===== config.mk =====
export PLATFORM = sky130hd
export DESIGN_NAME = pip_ctrl
export DESIGN_NICKNAME = d
export VERILOG_FILES = /design/src/rtl/pip_pkg.sv /design/src/rtl/pip_ctrl.sv
export SDC_FILE = /design/constraint.sdc
export NUM_CORES = 1
export LEC_CHECK = 0
export BUFFER_PORTS_ARGS = -buffer_cell sky130_fd_sc_hd__clkbuf_2
export CORE_UTILIZATION = 56
export CTS_CLUSTER_DIAMETER = 150
export CTS_CLUSTER_SIZE = 10
export DETAILED_ROUTE_END_ITERATION = 12
export MAX_ROUTING_LAYER = met4
export PLACE_DENSITY = 0.88
export SLEW_MARGIN = 0
export SYNTH_ARGS = -nofsm -noshare
export SYNTH_HDL_FRONTEND = slang
export SYNTH_SLANG_ARGS = --single-unit

===== constraint.sdc =====
create_clock -name clk_i -period 2 [get_ports clk_i]
set_input_delay 0.1 -clock clk_i [delete_from_list [all_inputs] [get_ports clk_i]]
set_output_delay 0.1 -clock clk_i [all_outputs]
set_load 0.02 [all_outputs]

===== src/rtl/pip_pkg.sv =====
package pip_pkg;

  // Item kinds on the input channel
  localparam logic KIND_WRITE = 1'b0;
  localparam logic KIND_QUERY = 1'b1;

  // Vertex count after reset
  localparam logic [3:0] VERTEX_COUNT_RESET = 4'd4;

  // Query sequencer states
  typedef enum logic [2:0] {
    ST_IDLE,
    ST_START,
    ST_PRIME,
    ST_FETCH,
    ST_MUL_L,
    ST_MUL_R,
    ST_FINISH,
    ST_OUT
  } pip_state_e;

  // Strobes from the sequencer to the edge unit
  typedef struct packed {
    logic query_start;
    logic load_prev;
    logic load_cur;
    logic mul_lhs;
    logic mul_rhs;
  } pip_ctrl_t;

endpackage


===== src/rtl/pip_ctrl.sv =====
module pip_ctrl #(
  parameter int MAX_VERTICES = 8
) (
  input  logic                            clk_i,
  input  logic                            rst_ni,
  input  logic                            cfg_fire_i,
  input  logic [3:0]                      cfg_count_i,
  input  logic                            query_go_i,
  input  logic                            out_fire_i,
  output logic                            in_ready_o,
  output logic                            out_valid_o,
  output pip_pkg::pip_ctrl_t              ctrl_o,
  output logic [$clog2(MAX_VERTICES)-1:0] raddr_o
);
  import pip_pkg::*;

  localparam int AW = $clog2(MAX_VERTICES);
  localparam int NW = $clog2(MAX_VERTICES + 1);

  pip_state_e    state_q, state_d;
  logic [3:0]    count_q;
  logic [NW-1:0] n_q, n_sel;
  logic [AW-1:0] idx_q, idx_d, last;

  // Vertices in use, clipped to the table depth
  always_comb begin
    if (32'(count_q) > MAX_VERTICES) begin
      n_sel = NW'(MAX_VERTICES);
    end else begin
      n_sel = NW'(count_q);
    end
  end

  assign last = AW'(n_q - NW'(1));

  // Next state
  always_comb begin
    state_d = state_q;
    unique case (state_q)
      ST_IDLE: begin
        if (query_go_i) begin
          state_d = (n_sel == '0) ? ST_OUT : ST_START;
        end
      end
      ST_START:  state_d = ST_PRIME;
      ST_PRIME:  state_d = ST_FETCH;
      ST_FETCH:  state_d = ST_MUL_L;
      ST_MUL_L:  state_d = ST_MUL_R;
      ST_MUL_R:  state_d = (idx_q == last) ? ST_FINISH : ST_FETCH;
      ST_FINISH: state_d = ST_OUT;
      ST_OUT: begin
        if (out_fire_i) begin
          state_d = ST_IDLE;
        end
      end
      default:   state_d = ST_IDLE;
    endcase
  end

  // Outputs and read address
  always_comb begin
    ctrl_o      = '0;
    in_ready_o  = 1'b0;
    out_valid_o = 1'b0;
    raddr_o     = idx_q;
    idx_d       = idx_q;
    unique case (state_q)
      ST_IDLE: begin
        in_ready_o         = 1'b1;
        ctrl_o.query_start = query_go_i;
        idx_d              = '0;
      end
      ST_START:  raddr_o = last;
      ST_PRIME: begin
        ctrl_o.load_prev = 1'b1;
        raddr_o          = '0;
      end
      ST_FETCH:  ctrl_o.load_cur = 1'b1;
      ST_MUL_L:  ctrl_o.mul_lhs = 1'b1;
      ST_MUL_R: begin
        ctrl_o.mul_rhs = 1'b1;
        idx_d          = idx_q + AW'(1);
        raddr_o        = idx_d;
      end
      ST_FINISH: ;
      ST_OUT:    out_valid_o = 1'b1;
      default:   ;
    endcase
  end

  // Sequencer and configuration registers
  always_ff @(posedge clk_i or negedge rst_ni) begin
    if (!rst_ni) begin
      state_q <= ST_IDLE;
      count_q <= VERTEX_COUNT_RESET;
      n_q     <= '0;
      idx_q   <= '0;
    end else begin
      state_q <= state_d;
      idx_q   <= idx_d;
      if (cfg_fire_i) begin
        count_q <= cfg_count_i;
      end
      if (query_go_i) begin
        n_q <= n_sel;
      end
    end
  end

endmodule


==> results.sh, run 1 <==
export IMPL_hold_path_cell_count=2
export IMPL_maxSlewViolCount=0
export IMPL_drc_errors=0
export IMPL_grt_start_max_net_pins=20
export IMPL_rsz0062_at_grt="false"
export IMPL_dp_hpwl_um=1420
export IMPL_cts_tree="done"
export IMPL_final_hold_violation_count=0
export IMPL_ys_flop_type="dfrtp_1"
export IMPL_ctsHoldBuffers=1
export IMPL_grt_pass1_wl_um=2700
export IMPL_numCtsBuffers=3
export IMPL_path_cells="inv_1 > ha_1 > xor2_1 > o21ai_1 > a222oi_1 > clkbuf_2"
export IMPL_synth_most_common_cell="dfrtp_1"
export IMPL_cts_resized_gates=0
export IMPL_cts_root_buf="clkbuf_4"
export IMPL_ys_warn_count=0
export IMPL_tightest_slew_ps=554
export IMPL_start_util_pct=62.6
export IMPL_skew_ps=2.32
export IMPL_p_leak_nw=0.458
export IMPL_num_vias=769
export IMPL_synth_area_leaders="dfrtp_1 (35%), mux2_2 (5.3%), o21ai_0 (4.1%)"
export IMPL_io_buffers=18
export IMPL_ir_drop_uv=1090
export IMPL_clock_latency_ps=270
export IMPL_ys_ff_latch=13
export IMPL_grt_use_met2_pct=43.8
export IMPL_ctsLongestPathBuffers=2
export IMPL_cts_setup_buffers=0
export IMPL_crit_family="compound AO/OA/AOI/OAI gates"
export IMPL_ff2ff_path_depth=5
export IMPL_postRouteAntennaNets=0
export IMPL_fmax_ghz=0.533
export IMPL_cp_max_fo=3
export IMPL_synth_edff_count=0
export IMPL_async_flop_share_pct=100
export IMPL_hold_ws_ps=66.9
export IMPL_cp_start_kind="flop"
export IMPL_synth_nets=101
export IMPL_cp_num_cells=6
export IMPL_timing_final_crit_period_ps=1870
export IMPL_yosysSeqAreaShare_pct=38.2
export IMPL_tns_ps=0
export IMPL_netlist_instances=90
export IMPL_row_count=13
export IMPL_busiest_layer="met2"
export IMPL_clk_pin_slew_ps=70
export IMPL_avgSynthCellArea_um2=9.51
export IMPL_dr_pass1_iters=4
export IMPL_die_height_um=41.1
export IMPL_ctsHtreeMaxLevel=1
export IMPL_synthTopCellsByCount="dfrtp_1 (12), o21ai_0 (7), buf_2 (6), inv_1 (6), o21ai_1 (5)"
export IMPL_viasPerCell=6.25
export IMPL_use_met3_pct=8.15
export IMPL_wirelength_um=1880
export IMPL_worst_path_largest_cell_delay_ps=390
export IMPL_antenna_found_initial=0
export IMPL_gp_congestion=0.812
export IMPL_routedWlPerCell_um=15.3
export IMPL_fin_nets=120
export IMPL_cap_violations=0
export IMPL_hold_path_class="primary input to flop"
export IMPL_drtIter0Drc=32
export IMPL_cp_data_arrival_time_ps=1770
export IMPL_synth_cell_area_um2=856
export IMPL_outcome="finished clean"
export IMPL_worstPathRequired_ps=1900
export IMPL_setup_violations=0
export IMPL_synthDistinctLibCells=39
export IMPL_yosys_area_top_type_share_pct=35.1
export IMPL_syn_to_final_growth_pct=14.8
export IMPL_grt_ovfl_total=0
export IMPL_max_slew_margin_pct=63.0
export IMPL_die_area_um2=1690
export IMPL_io_pins=19
export IMPL_drive_above_1_share_pct=29.6
export IMPL_cp_end_kind="primary output"
export IMPL_grt_usage_pct=25.7
export IMPL_met1_usage_pct=30.8
export IMPL_critPathSlowestCell="dfrtp_1"
export IMPL_final_period_utilization_pct=93.7
export IMPL_p_per_area_nw_per_um2=1570
export IMPL_coreArea_um2=1370
export IMPL_die_width_um=41.1
export IMPL_path_buf_inv=2
export IMPL_n_antenna_cell=0
export IMPL_grt_pass1_vias=612
export IMPL_synth_top_area_cell="dfrtp_1"
export IMPL_crit_type="flop to primary output"
export IMPL_clock_sinks=13
[final timing paths]
kind / startpoint / to / slack [ps]
min in group asynchronous: rst_ni / n_q[0] / 260
hold reg to reg: count_q[1] / n_q[1] / 570
setup / recovery: n_q[0] / raddr_o[2] / 130
setup reg to reg: n_q[0] / state_q[0] / 530
max in group asynchronous: rst_ni / count_q[2] / 1440
hold / removal: cfg_count_i[0] / count_q[0] / 70
[layer usage]
| layer | wire length, um | part of all wire [%] |
|---|---|---|
| met1 | 829 | 44 |
| met2 | 965 | 51 |
| met3 | 72 | 3.8 |
| met4 | 9 | 0.48 |
| met5 | 0 | 0 |
[layout make-up]
cell class | count | area, um^2
multi-input combinational | 63 | 469
tap | 15 | 18.8
clock buffer | 4 | 26.3
fill | 105 | 384
timing repair buffer | 21 | 115
sequential | 13 | 327
inverter | 7 | 26.3
[kinds of logic after synthesis]
kind of cell | share of synthesized area, %
buffers and inverters | 7.02
and+or+nand+nor | 16.5
muxes | 6.43
DFF | 38.2
xor gates and xnor gates | 6.73
AOI/OAI and AO/OA | 22.2
adders and majority gates | 2.92
[stage by stage]
step	cell area (um^2)	instances	util, %	total power, mW	setup slack, ps
floorplan	856	90	-	1.15	388
global placement	946	118	69.2	1.33	485
detailed placement	946	118	69.2	1.37	413
CTS	982	123	71.9	1.53	110
global route	982	123	71.9	1.64	36.2
finish	982	123	71.9	1.54	125
[flip-flops by register name (all words and copies together) (netlist names)]
signal   count
idx_q        3
count_q      4
n_q          3
state_q      3
[report_power, final]
part	internal (mW)	leakage, nW	switching, mW
registers	0.341	0.158	0.165
clock network	0.0772	0.0150	0.0779
logic	0.379	0.285	0.498
total	0.797	0.458	0.741
[cells in the final DEF (no fill, tap or decap), types with 2 or more instances in the layout]
master	n
xor2_1	3
nor2_1	4
o21ai_0	7
a22o_1	2
nor2b_1	2
buf_4	2
o21ai_1	5
clkbuf_4	3
ha_1	2
nor3_1	2
mux2_2	4
dfrtp_1	12
a221oi_1	2
nand2_1	2
a21oi_1	4
clkbuf_2	18
and3_1	2
inv_1	6
nand3b_1	3
Power figures use the tool's default switching activity.
==> run 2: changes to the inputs <==
Settings changed: MAX_ROUTING_LAYER met4 to unset.
==> results.sh, run 2 (same netlist as run 1, synthesis figures left out) <==
export IMPL_die_area_um2=1690
export IMPL_postRouteAntennaNets=0
export IMPL_numCtsBuffers=3
export IMPL_cap_violations=0
export IMPL_crit_family="compound AO/OA/AOI/OAI gates"
export IMPL_layout_commonest_cell="clkbuf_2"
export IMPL_grt_ovfl_total=0
export IMPL_io_buffers=18
export IMPL_cts_tree="done"
export IMPL_row_count=13
export IMPL_cts_root_buf="clkbuf_4"
export IMPL_skew_ps=3.16
export IMPL_worst_path_largest_cell_delay_ps=390
export IMPL_outcome="finished clean"
export IMPL_ctsHtreeMaxLevel=1
export IMPL_ir_drop_uv=1090
export IMPL_grt_pass1_wl_um=2700
export IMPL_die_height_um=41.1
export IMPL_fin_nets=120
export IMPL_p_leak_nw=0.458
export IMPL_path_cells="inv_1 > ha_1 > xor2_1 > o21ai_1 > a222oi_1 > clkbuf_2"
export IMPL_crit_type="flop to primary output"
export IMPL_cts_setup_buffers=0
export IMPL_layout_cells_non_filler=123
export IMPL_drive_above_1_share_pct=29.6
export IMPL_final_period_utilization_pct=94.0
export IMPL_cp_max_fo=3
export IMPL_gp_congestion=0.801
export IMPL_clock_sinks=13
export IMPL_final_hold_violation_count=0
export IMPL_max_slew_margin_pct=62.7
export IMPL_routedWlPerCell_um=15.2
export IMPL_clock_latency_ps=270
export IMPL_tightest_slew_ps=559
export IMPL_tns_ps=0
export IMPL_cp_end_kind="primary output"
export IMPL_coreArea_um2=1370
export IMPL_die_width_um=41.1
export IMPL_viasPerCell=6.17
export IMPL_drc_errors=0
export IMPL_rsz0062_at_grt="false"
export IMPL_start_util_pct=62.6
export IMPL_cts_resized_gates=0
export IMPL_largest_reg_flops=4
export IMPL_power_mw=1.53
export IMPL_n_antenna_cell=0
export IMPL_critPathSlowestCell="dfrtp_1"
export IMPL_grt_start_max_net_pins=20
export IMPL_fmax_ghz=0.532
export IMPL_ctsLongestPathBuffers=2
export IMPL_timing_final_crit_period_ps=1880
export IMPL_dr_pass1_iters=4
export IMPL_drtIter0Drc=32
export IMPL_path_buf_inv=2
export IMPL_worstPathRequired_ps=1900
export IMPL_grt_usage_pct=25.0
export IMPL_hold_path_class="primary input to flop"
export IMPL_clk_pin_slew_ps=70
export IMPL_num_vias=759
export IMPL_ctsHoldBuffers=1
export IMPL_setup_violations=0
export IMPL_dp_cells=118
export IMPL_max_flop_register="count_q"
export IMPL_syn_to_final_growth_pct=14.8
export IMPL_p_per_area_nw_per_um2=1560
export IMPL_maxSlewViolCount=0
export IMPL_layout_common_cells="clkbuf_2 (18), dfrtp_1 (12), o21ai_0 (7)"
export IMPL_dp_hpwl_um=1420
export IMPL_placed_cell_area_um2=946
export IMPL_fin_area_um2=982
export IMPL_io_pins=19
export IMPL_antenna_found_initial=0
export IMPL_wirelength_um=1870
export IMPL_grt_pass1_vias=607
export IMPL_cp_start_kind="flop"
export IMPL_cp_data_arrival_time_ps=1780
## run 2: cell counts in the layout (fill, tap and decap cells not counted)
No cell type changed its count.
## run 2: final timing paths
path / start / end / slack [ps] / cells after the start
max: n_q[0] / raddr_o[2] / 120 / 6
min: cfg_count_i[0] / count_q[0] / 70 / 2
max reg2reg: n_q[0] / state_q[0] / 540 / 5
min reg2reg: count_q[0] / count_q[0] / 570 / 1
max in group asynchronous: rst_ni / count_q[2] / 1450 / 2
min in group asynchronous: rst_ni / n_q[0] / 250 / 2
## run 2: final cells by class
cell class	count	area, um^2
multi-input combinational	63	469
fill	105	384
sequential	13	327
timing repair buffer	21	115
clock buffer	4	26.3
inverter	7	26.3
tap	15	18.8
## run 2: worst reg2reg max path, delay by kind of cell, from the launching register on
family	cells	cell delay [ps]
adders and majority gates	1	330
AOI/OAI and AO/OA	2	350
DFF	1	360
buffers and inverters	1	70
xor gates and xnor gates	1	250
## run 2: stage by stage
step | utilization [%] | hold slack [ps] | setup WS [ps]
after global routing | 71.9 | 69.1 | 36.2
after detailed placement | 69.2 | 5.02 | 413
after floorplan | - | -196 | 388
after global placement | 69.2 | 3.91 | 485
final | 71.9 | 66.4 | 120
after CTS | 71.9 | 61.7 | 110
## run 2: power by group
group	internal, mW	switching [mW]	total [mW]	leakage, nW
Combinational	0.379	0.494	0.873	0.285
Clock	0.0773	0.0787	0.156	0.0150
Sequential	0.341	0.165	0.506	0.158
Total	0.797	0.738	1.53	0.458
## run 2: per-layer routing
metal,up-vias,track usage (%),routed length (um)
met5,-,0,0
met4,0,2.42,10
met3,4,8.15,75
met2,16,43.8,983
met1,377,30.8,797
li1,362,-,-
==> run 3: changes to the inputs <==
Settings changed: ABC_AREA set to 1, CORE_UTILIZATION 56 to 54, PLACE_DENSITY 0.88 to 0.87.
==> results.sh, run 3 <==
export IMPL_routedWlPerCell_um=9.76
export IMPL_grt_pass1_vias=574
export IMPL_fin_area_um2=912
export IMPL_async_flop_share_pct=100
export IMPL_synth_area_leaders="dfrtp_1 (39%), nand2_1 (16%), inv_1 (7.3%)"
export IMPL_yosys_area_top_type_share_pct=39.2
export IMPL_coreArea_um2=1320
export IMPL_synth_nets=117
export IMPL_drive_above_1_share_pct=26.4
export IMPL_maxSlewViolCount=0
export IMPL_synth_most_common_cell="nand2_1"
export IMPL_clk_pin_slew_ps=70
export IMPL_worst_path_largest_cell_delay_ps=420
export IMPL_min_delay_start="cfg_count_i[2]"
export IMPL_io_pins=19
export IMPL_skew_ps=2.37
export IMPL_max_slew_margin_pct=76.4
export IMPL_layout_common_cells="nand2_1 (33), clkbuf_2 (18), inv_1 (15)"
export IMPL_post_synth_xor_area_fraction_pct=1.14
export IMPL_gp_congestion=0.778
export IMPL_synth_top_family_by_area="simple AND/OR/NAND/NOR gates"
export IMPL_hold_path_cell_count=3
export IMPL_worstPathRequired_ps=1900
export IMPL_cts_root_buf="clkbuf_4"
export IMPL_dp_hpwl_um=1170
export IMPL_fill_cells=115
export IMPL_dr_pass1_iters=2
export IMPL_layout_commonest_cell="nand2_1"
export IMPL_hold_path_class="primary input to flop"
export IMPL_rrSetupSlack_ps=640
export IMPL_synthDistinctLibCells=22
export IMPL_path_buf_inv=1
export IMPL_yosysSeqAreaShare_pct=42.6
export IMPL_cp_max_fo=4
export IMPL_synth_compound_area_share_pct=12.2
export IMPL_ir_drop_uv=922
export IMPL_max_flop_register="count_q"
export IMPL_ctsLongestPathBuffers=2
export IMPL_ys_warn_count=0
export IMPL_synth_top_area_cell="dfrtp_1"
export IMPL_drtIter0Drc=1
export IMPL_synthTopCellsByCount="nand2_1 (33), inv_1 (15), dfrtp_1 (12)"
export IMPL_numCtsBuffers=3
export IMPL_grt_ovfl_total=0
export IMPL_avgSynthCellArea_um2=7.24
export IMPL_syn_to_final_growth_pct=18.9
export IMPL_cts_resized_gates=0
export IMPL_fin_nets=141
export IMPL_path_cells="ha_1 > or2_2 > a21oi_2 > a31oi_1 > nand2_1 > clkbuf_2"
export IMPL_grt_usage_pct=22.3
export IMPL_ff2ff_path_depth=10
export IMPL_antenna_found_initial=0
export IMPL_setup_violations=0
export IMPL_r2r_end="state_q[2]"
export IMPL_synth_edff_count=0
export IMPL_yosys_area_share_simple_pct=31.0
export IMPL_start_util_pct=58.2
export IMPL_postRouteAntennaNets=0
export IMPL_clock_sinks=13
export IMPL_synth_fa_ha_area_share_pct=3.26
export IMPL_io_buffers=18
export IMPL_row_count=13
export IMPL_outcome="finished clean"
export IMPL_r2r_start="n_q[0]"
export IMPL_fmax_ghz=0.575
export IMPL_critPathSlowestCell="dfrtp_1"
export IMPL_cp_data_arrival_time_ps=1640
export IMPL_cts_tree="done"
export IMPL_ys_ff_latch=13
export IMPL_wirelength_um=1410
export IMPL_final_hold_violation_count=0
export IMPL_tns_ps=0
export IMPL_largest_reg_flops=4
export IMPL_synth_mux_area_share_pct=0
export IMPL_viasPerCell=4.88
export IMPL_final_period_utilization_pct=87.0
export IMPL_die_area_um2=1570
export IMPL_die_height_um=39.7
export IMPL_clock_latency_ps=270
export IMPL_synth_cell_area_um2=767
export IMPL_ys_flop_type="dfrtp_1"
export IMPL_cap_violations=0
export IMPL_rsz0062_at_grt="false"
export IMPL_n_antenna_cell=0
export IMPL_crit_family="flip-flops"
export IMPL_placed_cell_area_um2=876
export IMPL_netlist_instances=106
export IMPL_ctsHtreeMaxLevel=1
export IMPL_crit_type="flop to primary output"
export IMPL_num_vias=702
export IMPL_drc_errors=0
export IMPL_grt_pass1_wl_um=2260
export IMPL_min_to="count_q[2]"
export IMPL_cp_start_kind="flop"
export IMPL_cp_end_kind="primary output"
export IMPL_p_leak_nw=0.507
export IMPL_grt_start_max_net_pins=14
export IMPL_timing_final_crit_period_ps=1740
export IMPL_die_width_um=39.7
export IMPL_tightest_slew_ps=351
export IMPL_p_per_area_nw_per_um2=1380
-- run 3: changes by cell type after synthesis, sizes merged, moves of 4 or more --
| cell | delta |
|---|---|
| mux2 | -4 |
| nand2 | +33 |
| nand3 | +5 |
| o21ai | -6 |
| buf | -6 |
| inv | +13 |
| nor2 | +4 |
-- run 3: routing by layer --
metal	track usage, %	vias to the layer above	routed length [um]
li1	-	381	-
met1	27.1	304	699
met2	38.1	13	658
met3	5.11	4	31
met4	7.76	0	15
met5	0	-	0
-- run 3: power breakdown --
part           leakage, nW  internal, mW  switching [mW]
clock network       0.0150        0.0771          0.0771
registers            0.162         0.332          0.0814
logic                0.331         0.233           0.455
-- run 3: worst max path at each step --
stage / start / endpoint / slack (ps) / depth (start not counted)
2_1_floorplan: idx_q[0] / raddr_o[2] / 680 / 5
3_3_place_gp: idx_q[0] / raddr_o[2] / 600 / 6
3_5_place_dp: idx_q[0] / raddr_o[2] / 570 / 6
4_1_cts: idx_q[0] / raddr_o[2] / 250 / 6
5_1_grt: idx_q[0] / raddr_o[2] / 180 / 6
6_report: idx_q[0] / raddr_o[2] / 260 / 6
-- run 3: tightest hold or removal path, cell delays in order --
cell and delay [ps]:
clkbuf_2 80, nand2_1 40, o21ai_0 70
-- run 3: layout make-up --
| type | instances | area [um^2] | area share [%] |
|---|---|---|---|
| clock buffers | 4 | 26.3 | 2.88 |
| flip-flops and latches | 13 | 327 | 35.8 |
| repair buffers | 19 | 100 | 11.0 |
| well taps | 15 | 18.8 | 2.06 |
| inverters | 20 | 75.1 | 8.23 |
| multi-input cells | 73 | 365 | 40.1 |
-- run 3: logic make-up (layout without fill, tap and decap cells) --
group,count (synthesis),count (layout)
compound gates,16,16
xor+xnor,1,1
fa+ha+maj,2,2
buf+inv,20,43
flops,13,13
simple gates,54,54
-- run 3: timing repair --
action / 4_1_cts / 5_1_grt
hold endpoints to repair: 13 / 0
hold buffers: 1 / 0
setup buffers: 0 / 0
-- run 3: stage by stage --
| stage | worst slack (ps) | instances | util (%) | hold slack (ps) | power (mW) |
|---|---|---|---|---|---|
| 2_1_floorplan | 678 | 106 | - | -196 | 0.915 |
| 3_3_place_gp | 604 | 139 | 66.5 | 3.56 | 1.08 |
| 3_5_place_dp | 566 | 139 | 66.5 | 2.33 | 1.10 |
| 4_1_cts | 254 | 144 | 69.2 | 22.8 | 1.26 |
| 5_1_grt | 184 | 144 | 69.2 | 46.5 | 1.37 |
| 6_report | 260 | 144 | 69.2 | 22.3 | 1.26 |
